==> src/rtl/cva_pkg.sv <==
package cva_pkg;

	localparam int CFG_W         = 11;
	localparam int SAMPLE_W      = 16;
	localparam int HEIGHT_W      = 18;
	localparam int CFG_IDX_W     = 1;
	localparam int IN_TDATA_W    = 16;
	localparam int OUT_TDATA_W   = 24;
	localparam int DEF_MAX_WIDTH = 1024;

	localparam logic [CFG_W-1:0] MAP_WIDTH_RST  = 11'd256;
	localparam logic [CFG_W-1:0] MAP_HEIGHT_RST = 11'd256;

	typedef enum logic [CFG_IDX_W-1:0] {
		REG_MAP_WIDTH  = 1'b0,
		REG_MAP_HEIGHT = 1'b1
	} reg_idx_t;

	// neighbor flags and end markers of one vertex position
	typedef struct packed {
		logic has_left;
		logic has_right;
		logic has_up;
		logic has_down;
		logic row_end;
		logic frame_end;
	} pos_t;

endpackage

==> src/rtl/cva_sum.sv <==
module cva_sum (
	input  cva_pkg::pos_t                        pos,
	input  logic signed [cva_pkg::SAMPLE_W-1:0]  upper_left,
	input  logic signed [cva_pkg::SAMPLE_W-1:0]  left,
	input  logic signed [cva_pkg::SAMPLE_W-1:0]  up,
	input  logic signed [cva_pkg::SAMPLE_W-1:0]  cur,
	output logic signed [cva_pkg::HEIGHT_W-1:0]  height
);
	import cva_pkg::*;

	logic signed [HEIGHT_W-1:0] t_ul, t_l, t_u, t_c, sum;
	logic                       both_lr, both_ud;

	always_comb begin
		t_ul = (pos.has_left  && pos.has_up)   ? HEIGHT_W'(upper_left) : '0;
		t_l  = (pos.has_left  && pos.has_down) ? HEIGHT_W'(left)       : '0;
		t_u  = (pos.has_right && pos.has_up)   ? HEIGHT_W'(up)         : '0;
		t_c  = (pos.has_right && pos.has_down) ? HEIGHT_W'(cur)        : '0;
		sum  = t_ul + t_l + t_u + t_c;
		both_lr = pos.has_left && pos.has_right;
		both_ud = pos.has_up && pos.has_down;
		// four cells as is, two cells doubled, one cell times four
		if (both_lr && both_ud) begin
			height = sum;
		end else if (both_lr || both_ud) begin
			height = sum <<< 1;
		end else begin
			height = sum <<< 2;
		end
	end

endmodule

==> config.mk <==
export PLATFORM = sky130hd
export DESIGN_NAME = cva_sum
export DESIGN_NICKNAME = d
export VERILOG_FILES = /design/src/rtl/cva_pkg.sv /design/src/rtl/cva_sum.sv
export SDC_FILE = /design/constraint.sdc
export NUM_CORES = 1
export LEC_CHECK = 0
export BUFFER_PORTS_ARGS = -buffer_cell sky130_fd_sc_hd__buf_2
export CORE_MARGIN = 3
export CORE_UTILIZATION = 30
export DETAILED_ROUTE_END_ITERATION = 12
export GPL_ROUTABILITY_DRIVEN = 0
export SYNTH_ARGS = -nofsm -noshare
export SYNTH_HDL_FRONTEND = slang
export SYNTH_SLANG_ARGS = --single-unit
==> constraint.sdc <==
create_clock -name vclk -period 7.9
set_input_delay 1.185 -clock vclk [all_inputs]
set_output_delay 1.185 -clock vclk [all_outputs]
set_load 0.03 [all_outputs]
==> metrics.md <==
| Metric | Value |
|---|---|
| Status | `finished, final reports clean` |
| # Max-Cap Violations | `0` |
| Worst path cell trace | `buf_2 -> and3_1 -> fa_1 -> inv_1 -> fa_1 -> inv_1 -> ha_1 -> inv_1 -> fa_1 -> nand2b_1 -> a21oi_2 -> o21bai_2 -> o21ai_1 -> a221oi_2 -> xor2_1 -> a222oi_1 -> buf_2` |
| Bufs and invs on worst path | `5` |
| Initial Utilization | `31.42%` |
| Hold depth | `5` |
| Crit path capture type | `primary output` |
| Number of global-route vias before repair | `roughly 2500` |
| DR pass1 iterations | `4` |
| Post-CTS resize count | `0` |
| Syn avg cell area | `between 7 and 8 µm²` |
| Global route overflow | `0` |
| F_max | `159.2 MHz` |
| Mapped Area | `around 2500 µm²` |
| WL per Instance | `12.41 µm` |
| Crit-path max cell delay | `about 0.54 ns` |
| Hold Crit Class | `in2out` |
| Core Region | `7888 µm²` |
| CP startpoint kind | `input pin` |
| Final number of setup-violating endpoints | `0` |
| WP data required | `~6.7 ns` |
| Area Growth Syn to Fin | `17.21%` |
| FF+latch count | `0` |
| Overall routing resource usage | `a little over an eighth` |
| RSZ-0062 raised after global routing | `false` |
| Syn nets | `around 450` |
| Fin nets | `520` |
| Fill cells | `between 800 and 900` |
| Hold Buf Count CTS | `0` |
| Final instance area | `~2900 µm²` |
| Slowest-stage cell, CP | `fa_1` |
| IR drop worst, VDD | `0.03081 mV` |
| Ys Warns | `0` |
| Slew Limit Fails | `0` |
| Library cells used by synthesis | `between 40 and 50` |
| Final hold vios | `0` |
| FP Rows | `32` |
| Post-DP HPWL | `just over 5000 µm` |
| Power per cell area | `between 90 and 100 nW/µm²` |
| Pin count of the biggest net entering global routing | `37` |
| Die Ht | `just under 100 µm` |
| Leak Pwr | `1.662 nW` |
| Via density | `slightly below 5` |
| Area occupied by registers | `0 µm²` |
| Via count | `roughly 2500` |
| CP Class | `in2out` |
| Commonest non-fill, non-tap cell in the layout | `buf_2` |
| IO Pins | `between 80 and 90` |
| Period utilization | `about four fifths` |
| Clock buffer count | `0` |
| Setup bufs post-CTS | `0` |
| Port buffer count | `between 80 and 90` |
| DR DRC count | `0` |
| Total wire length | `approximately 6200 µm` |
| First-pass GRT wire length | `between 10000 and 15000 µm` |
| Post-Syn Instances | `334` |
| Most frequent cells in the layout | `buf_2 (86), inv_1 (61), and3_1 (41)` |
| Multi-input logic area | `2118 µm²` |
| Slew margin rel. | `a little over two fifths` |
| Min Clock Period, post-route | `around 6.3 ns` |
| Total negative slack | `0 ns` |
| Die area | `roughly 9400 µm²` |
| CP top delay family | `adder cells` |
| Placed inst area | `~2900 µm²` |
| Critical path arrival | `5.09 ns` |
| Layout cell share with drive strength beyond 1 | `between 20 and 30%` |
| Seq/Total Area, Yosys | `0%` |
| Hold Path End | `height[0]` |
| HP Start | `cur[0]` |
| Number of stages on the worst setup path | `17` |
| Ant. Diodes | `0` |
| Initial antenna violation count | `0` |
| Die Width | `96.90 µm` |
| Starting DRT DRC Count | `between 100 and 150` |
| Actual slew at the worst max-slew pin | `between 0.8 and 0.9 ns` |
| Maximum net fanout on the critical path | `36` |
| Routed Antenna Nets | `0` |
worst max path at each step:
stage | startpoint | slack, ns | to
2_1_floorplan | pos[5] | 1.55 | height[17]
3_3_place_gp | pos[5] | 1.63 | height[17]
3_5_place_dp | pos[5] | 1.61 | height[17]
4_1_cts | pos[5] | 1.59 | height[17]
5_1_grt | pos[5] | 1.32 | height[15]
6_report | pos[5] | 1.62 | height[17]
through the flow:
stage	utilization (%)	hold slack, ns	std cells	setup WS (ns)	power [mW]
2_1_floorplan	-	2.953	334	1.550	0.2049
3_3_place_gp	36.83	3.077	500	1.627	0.2626
3_5_place_dp	36.83	3.082	500	1.612	0.2649
4_1_cts	36.83	3.083	500	1.587	0.2663
5_1_grt	36.83	3.171	500	1.318	0.2958
6_report	36.83	3.091	500	1.620	0.2619
cell families after synthesis:
| logic type | count (synthesis) | synth area share, % |
|---|---|---|
| AO/OA/AOI/OAI | 69 | 20.75 |
| XOR/XNOR | 16 | 5.654 |
| adder cells (fa/ha/maj) | 50 | 35.23 |
| buffers and inverters | 83 | 14.54 |
| AND/OR/NAND/NOR | 116 | 23.83 |
per-layer routing:
| layer | part of all wire (%) | track usage [%] | up-vias |
|---|---|---|---|
| met2 | 50 | 25.11 | 61 |
| met1 | 45 | 17.64 | 1161 |
| li1 | - | - | 1231 |
| met5 | 0 | 0 | - |
| met3 | 4.5 | 1.154 | 0 |
| met4 | 0 | 0.2160 | 0 |
synth_stat cells, types with 2 or more instances:
master    count  area share, %
a211oi_2      2            1.0
a21o_1        8            2.4
a21oi_1      17            3.4
a21oi_2       2           0.71
a22o_1        2           0.71
a22oi_1       4            1.2
a31oi_1       6            1.5
and2_1        2           0.50
and3_1       41             10
buf_6         2           0.91
clkbuf_1     16            2.4
clkbuf_8      3            1.7
fa_1         33             27
ha_1         17            8.6
inv_1        61            9.2
nand2_1      38            5.8
nand2b_1      3           0.76
nand3_1      12            2.4
nand4_1       3           0.76
nor2_1       13            2.0
o211ai_2      3            1.5
o21ai_0       7            1.4
o21ai_1       4           0.81
xnor2_1      10            3.5
xor2_1        6            2.1
final cells by class:
type               instances  share of cell area, %
multi-input cells        251                  72.91
well taps                102                  4.393
repair buffers            86                  14.81
inverters                 61                  7.881
where the power goes:
group / switching, mW / total, mW / internal [mW]
clock: 0 / 0 / 0
sequential: 0 / 0 / 0
combinational: 0.165 / 0.262 / 0.0965
total: 0.165 / 0.262 / 0.0965
No activity file was read; power rests on OpenSTA's default activity.
