## config.mk

```make
export PLATFORM = sky130hd
export DESIGN_NAME = cva_ctrl
export DESIGN_NICKNAME = d
export VERILOG_FILES = /design/src/rtl/cva_pkg.sv /design/src/rtl/cva_ctrl.sv
export SDC_FILE = /design/constraint.sdc
export NUM_CORES = 1
export LEC_CHECK = 0
export BUFFER_PORTS_ARGS = -buffer_cell sky130_fd_sc_hd__buf_2
export CAP_MARGIN = 20
export CORE_MARGIN = 5
export CORE_UTILIZATION = 25
export CTS_CLUSTER_SIZE = 30
export DETAILED_ROUTE_END_ITERATION = 12
export PLACE_DENSITY_LB_ADDON = 0.08
export RECOVER_POWER = 50
export SLEW_MARGIN = 20
export SYNTH_ARGS = -nofsm -noshare
export SYNTH_HDL_FRONTEND = slang
export SYNTH_SLANG_ARGS = --single-unit
```

## constraint.sdc

```tcl
create_clock -name clk -period 2.4 [get_ports clk]
set_input_delay 0.24 -clock clk [delete_from_list [all_inputs] [get_ports clk]]
set_output_delay 0.24 -clock clk [all_outputs]
set_load 0.05 [all_outputs]
```

## src/rtl/cva_pkg.sv

```systemverilog
package cva_pkg;

	localparam int CFG_W         = 11;
	localparam int SAMPLE_W      = 16;
	localparam int HEIGHT_W      = 18;
	localparam int CFG_IDX_W     = 1;
	localparam int IN_TDATA_W    = 16;
	localparam int OUT_TDATA_W   = 24;
	localparam int DEF_MAX_WIDTH = 1024;

	localparam logic [CFG_W-1:0] MAP_WIDTH_RST  = 11'd256;
	localparam logic [CFG_W-1:0] MAP_HEIGHT_RST = 11'd256;

	typedef enum logic [CFG_IDX_W-1:0] {
		REG_MAP_WIDTH  = 1'b0,
		REG_MAP_HEIGHT = 1'b1
	} reg_idx_t;

	// neighbor flags and end markers of one vertex position
	typedef struct packed {
		logic has_left;
		logic has_right;
		logic has_up;
		logic has_down;
		logic row_end;
		logic frame_end;
	} pos_t;

endpackage

```

## src/rtl/cva_ctrl.sv

```systemverilog
module cva_ctrl #(
	parameter int MAX_WIDTH = cva_pkg::DEF_MAX_WIDTH,
	localparam int AW = $clog2(MAX_WIDTH)
) (
	input  logic                           clk,
	input  logic                           arst_n,
	input  logic                           cfg_valid,
	input  logic [cva_pkg::CFG_IDX_W-1:0]  cfg_index,
	input  logic [cva_pkg::CFG_W-1:0]      cfg_data,
	input  logic                           step,
	output cva_pkg::pos_t                  pos,
	output logic [AW-1:0]                  addr
);
	import cva_pkg::*;

	localparam int MW_BITS = $clog2(MAX_WIDTH + 1);
	localparam int EW      = (CFG_W > MW_BITS) ? CFG_W : MW_BITS;

	logic [CFG_W-1:0]    map_width_q;
	logic [CFG_W-1:0]    map_height_q;
	logic [CFG_W-1:0]    col_q;
	logic [CFG_W-1:0]    row_q;
	logic [CFG_W-1:0]    w_eff;
	logic [CFG_W-1:0]    h_eff;
	logic [EW-1:0]       w_ext;
	logic [CFG_W+AW-1:0] col_ext;

	always_ff @(posedge clk or negedge arst_n) begin
		if (!arst_n) begin
			map_width_q  <= MAP_WIDTH_RST;
			map_height_q <= MAP_HEIGHT_RST;
		end else if (cfg_valid) begin
			unique case (reg_idx_t'(cfg_index))
				REG_MAP_WIDTH:  map_width_q  <= cfg_data;
				REG_MAP_HEIGHT: map_height_q <= cfg_data;
				default: ;
			endcase
		end
	end

	// zero means one, width saturates at the line store depth
	always_comb begin
		w_ext = EW'(map_width_q);
		if (map_width_q == '0) begin
			w_eff = CFG_W'(1);
		end else if (w_ext > EW'(MAX_WIDTH)) begin
			w_eff = CFG_W'(MAX_WIDTH);
		end else begin
			w_eff = map_width_q;
		end
		h_eff = (map_height_q == '0) ? CFG_W'(1) : map_height_q;
	end

	always_comb begin
		pos.has_left  = (col_q != '0);
		pos.has_right = (col_q < w_eff);
		pos.has_up    = (row_q != '0);
		pos.has_down  = (row_q < h_eff);
		pos.row_end   = !pos.has_right;
		pos.frame_end = !pos.has_right && !pos.has_down;
		col_ext       = {{AW{1'b0}}, col_q};
		addr          = col_ext[AW-1:0];
	end

	always_ff @(posedge clk or negedge arst_n) begin
		if (!arst_n) begin
			col_q <= '0;
			row_q <= '0;
		end else if (step) begin
			if (!pos.has_right) begin
				col_q <= '0;
				row_q <= pos.has_down ? row_q + CFG_W'(1) : '0;
			end else begin
				col_q <= col_q + CFG_W'(1);
			end
		end
	end

endmodule

```

==> impl_metrics.csv <==
group,metric,value,unit
worst_setup_path,rr_worst_depth,14,
global_routing,grt-ovfl-total,0,
cts,cts.clk_slew.worst_paths,90,ps
drt,avgViaCountPerCell,4.53,
global_routing,antenna_found_initial,0,
min_path,hold_depth,3,
synth,synthSimpleGateAreaFrac,16.9,%
worst_setup_path,cp.arrival,2480,ps
power,leakagePower,1.62,nW
worst_setup_path,cp_cell_sequence,"nor4_4 > nand3_1 > o21ai_1 > nand2_1 > ha_1 > nand4_1 > a211oi_2 > o21ai_1 > and3_4 > nor2_4 > buf_8",
flow_run,maxCapViolCount,1,
finish,stdcell_count,468,
die,die_h,114,um
die,design.die.area,13100,um2
timing,finalSetupViolations,24,
drt,ant_nets,0,
synth,synth-seq-cells,44,
timing,rsz0062_at_grt,"true",
global_routing,grt_use_total,12.2,%
worst_setup_path,required,2160,ps
cts,insertion_delay,300,ps
synth,synth_commonest_cells,"dfrtp_1 (42), ha_1 (24), mux2_2 (22)",
drt,dr.first_iter.drc_count,59,
synth,syn_inst,268,
timing,fin_skew,6.90,ps
synth,synth.area.top_cells,"dfrtp_1 (39%), ha_1 (11%), mux2_2 (9.1%), a22o_1 (3.9%), and3_1 (2.8%)",
die,placeableCoreArea,10700,um2
drt,drc,0,
synth,synth-compound-area-share,13.2,%
timing,holdWs,180,ps
worst_setup_path,critPathSlowestCell,"dfrtp_1",
finish,final_core_util,31.6,%
synth,synth_ff_type,"dfrtp_1",
timing,timing.final.crit_share,113,%
timing,worst_slack,-322,ps
synth,synthesis.nets,308,
timing,slew_headroom,-15.4,%
synth,synthMuxAreaShare,9.09,%
drt,drt_pre_antenna_iters,4,
placed_design,placed_area,3210,um2
global_routing,grt_first_pass_wirelength,12300,um
synth,synthXorXnorAreaFrac,1.93,%
worst_setup_path,crit_type,"flip-flop to output port",
global_routing,grt_max_degree,30,
placed_design,dp_hpwl,5880,um
die,start_util,25.4,%
power,ir_drop,0.259,mV
worst_setup_path,cp_common_cell,"o21ai_1",
synth,synth-adder-area-share,11.0,%
cts,cts_buffer_depth,2,
synth,synth_top_area_cell,"dfrtp_1",
synth,synth.distinct_cells,37,
outcome,status,"complete, but fails checks",
cts,h-tree-depth,2,
timing,fmax,367,MHz
synth,yosysWarnings,0,
global_routing,grt_pass1_vias,2239,
cts,cts.sinks,44,
cts,cts-root-buf,"clkbuf_8",
placed_design,dp.cells,455,
die,rows,38,
worst_setup_path,cp_max_fo,5,
worst_setup_path,cpPeakStageDelay,410,ps
synth,async_flop_share,100,%
synth,synth_edf_count,0,
synth,yosysTopAreaCellShare,38.5,%
synth,synth.avg_cell_area,10.2,um2
synth,synth_top_family_by_area,"simple AND/OR/NAND/NOR gates",
placed_design,numPortBuffers,31,
worst_setup_path,end_kind,"output port",
min_path,hold_class,"input pin to flip-flop",
die,ios,32,
finish,drive_gt1_share,34.5,%
placed_design,gp_congestion,0.749,
finish,antenna_cells,0,
cts,numCtsBuffers,5,
cts,cts_tree,"done",
timing,finalHoldViolCount,0,
synth,synth_most_common_cell,"dfrtp_1",
finish,nets,368,
timing,drv_slew,30,
drt,vias,2119,
power,p_per_area,770,nW/um2
die,die_w,114,um
timing,min_period,2720,ps
outcome,failed_checks,"max-capacitance violations, max-slew violations, negative setup slack",
cts,cts_hold_buf,0,
drt,post_drt_wl_per_cell,15.8,um
finish,final_area,3400,um2
drt,wirelength,7380,um
timing,worst_pin_slew,1730,ps
worst_setup_path,critPathLaunchType,"flip-flop",
synth,seq_area_frac_synth,40.5,%
synth,syn_area,2730,um2
placed_design,place_ws,-501,ps
finish,syn2layout_area_growth,24.6,%
worst paths after layout:
kind	from	to	slack [ps]
setup / recovery	map_width_q[2]$_DFFE_PN0P_	pos[0]	-320
hold / removal	cfg_data[10]	map_width_q[10]$_DFFE_PN0P_	180
setup reg to reg	map_width_q[2]$_DFFE_PN0P_	col_q[3]$_DFFE_PN0P_	-290
hold reg to reg	map_height_q[0]$_DFFE_PN0P_	map_height_q[0]$_DFFE_PN0P_	540
max in group asynchronous	arst_n	map_width_q[8]$_DFFE_PN1P_	840
min in group asynchronous	arst_n	map_height_q[5]$_DFFE_PN0P_	390
cell type report:
| cell class | instances | area (um2) |
|---|---|---|
| fill | 1160 | 7350 |
| multi-input combinational | 187 | 1450 |
| sequential | 44 | 1100 |
| timing repair buffer | 71 | 492 |
| tap | 140 | 175 |
| clock buffer | 7 | 96.3 |
| inverter | 19 | 78.8 |
cells in the final DEF, fill, tap and decap left out, types with 2 or more instances in the layout:
cell type  count
a31oi_1        2
o21ai_1        4
nand3_1        8
clkbuf_8       7
a22o_1        12
ha_1          24
nor2b_1       12
nand2_1       17
a21o_1         3
dfrtp_1       41
and3_1        11
o21ai_0        4
inv_1         17
o211ai_2       2
nor2_4         2
dfstp_2        2
buf_4         36
nor2_1        17
buf_6          2
nor4_1         7
o211ai_1       9
a21oi_2        2
xnor2_1        4
clkbuf_1       3
nand4_1        5
buf_8          2
mux2_2        22
nand4b_1       2
xor2_1         2
buf_2         26
a21oi_1        7
flip-flops by register name, summed over array words and instances, names as in the netlist:
signal and flops:
map_height_q 11, row_q 11, map_width_q 11, col_q 11
cell families (layout without fill, tap and decap cells):
family | Yosys count | after routing
AO/OA/AOI/OAI | 50 | 50
XOR/XNOR | 6 | 6
adder cells (fa/ha/maj) | 24 | 24
buffers and inverters | 37 | 97
flip-flops | 44 | 44
multiplexers | 22 | 22
AND/OR/NAND/NOR | 85 | 85
layer usage:
metal | up-vias | track usage [%] | part of all wire, %
met1 | 1001 | 18.9 | 54
li1 | 1074 | - | -
met3 | 8 | 1.96 | 3.6
met2 | 36 | 17.1 | 41
met5 | - | 0 | 0
met4 | 0 | 3.64 | 1.3
worst max-delay path: cells and delay by family (launching register included):
family                     cells  cell delay [ps]
DFF                            1              410
and+or+nand+nor                6              940
AOI/OAI and AO/OA              3              390
adders and majority gates      1              290
buffers and inverters          1              150
through the flow:
stage / TNS, ps / total power [mW]
detailed placement: -10420 / 2.08
global route: -7770 / 2.82
finish: -2910 / 2.62
floorplan: -1240 / 1.75
CTS: -4010 / 2.66
global placement: -8620 / 2.07
power by group:
group	internal, mW	total, mW	switching [mW]
clock network	0.257	0.524	0.267
registers	0.867	0.984	0.117
logic	0.454	1.11	0.654
total	1.58	2.62	1.04
what timing repair did:
action / CTS / global route
pin swaps: 11 / 2
setup buffers: 5 / 1
resized for setup: 13 / 6
endpoints found under the setup margin: 26 / 26
No activity file was read; power rests on OpenSTA's default activity.
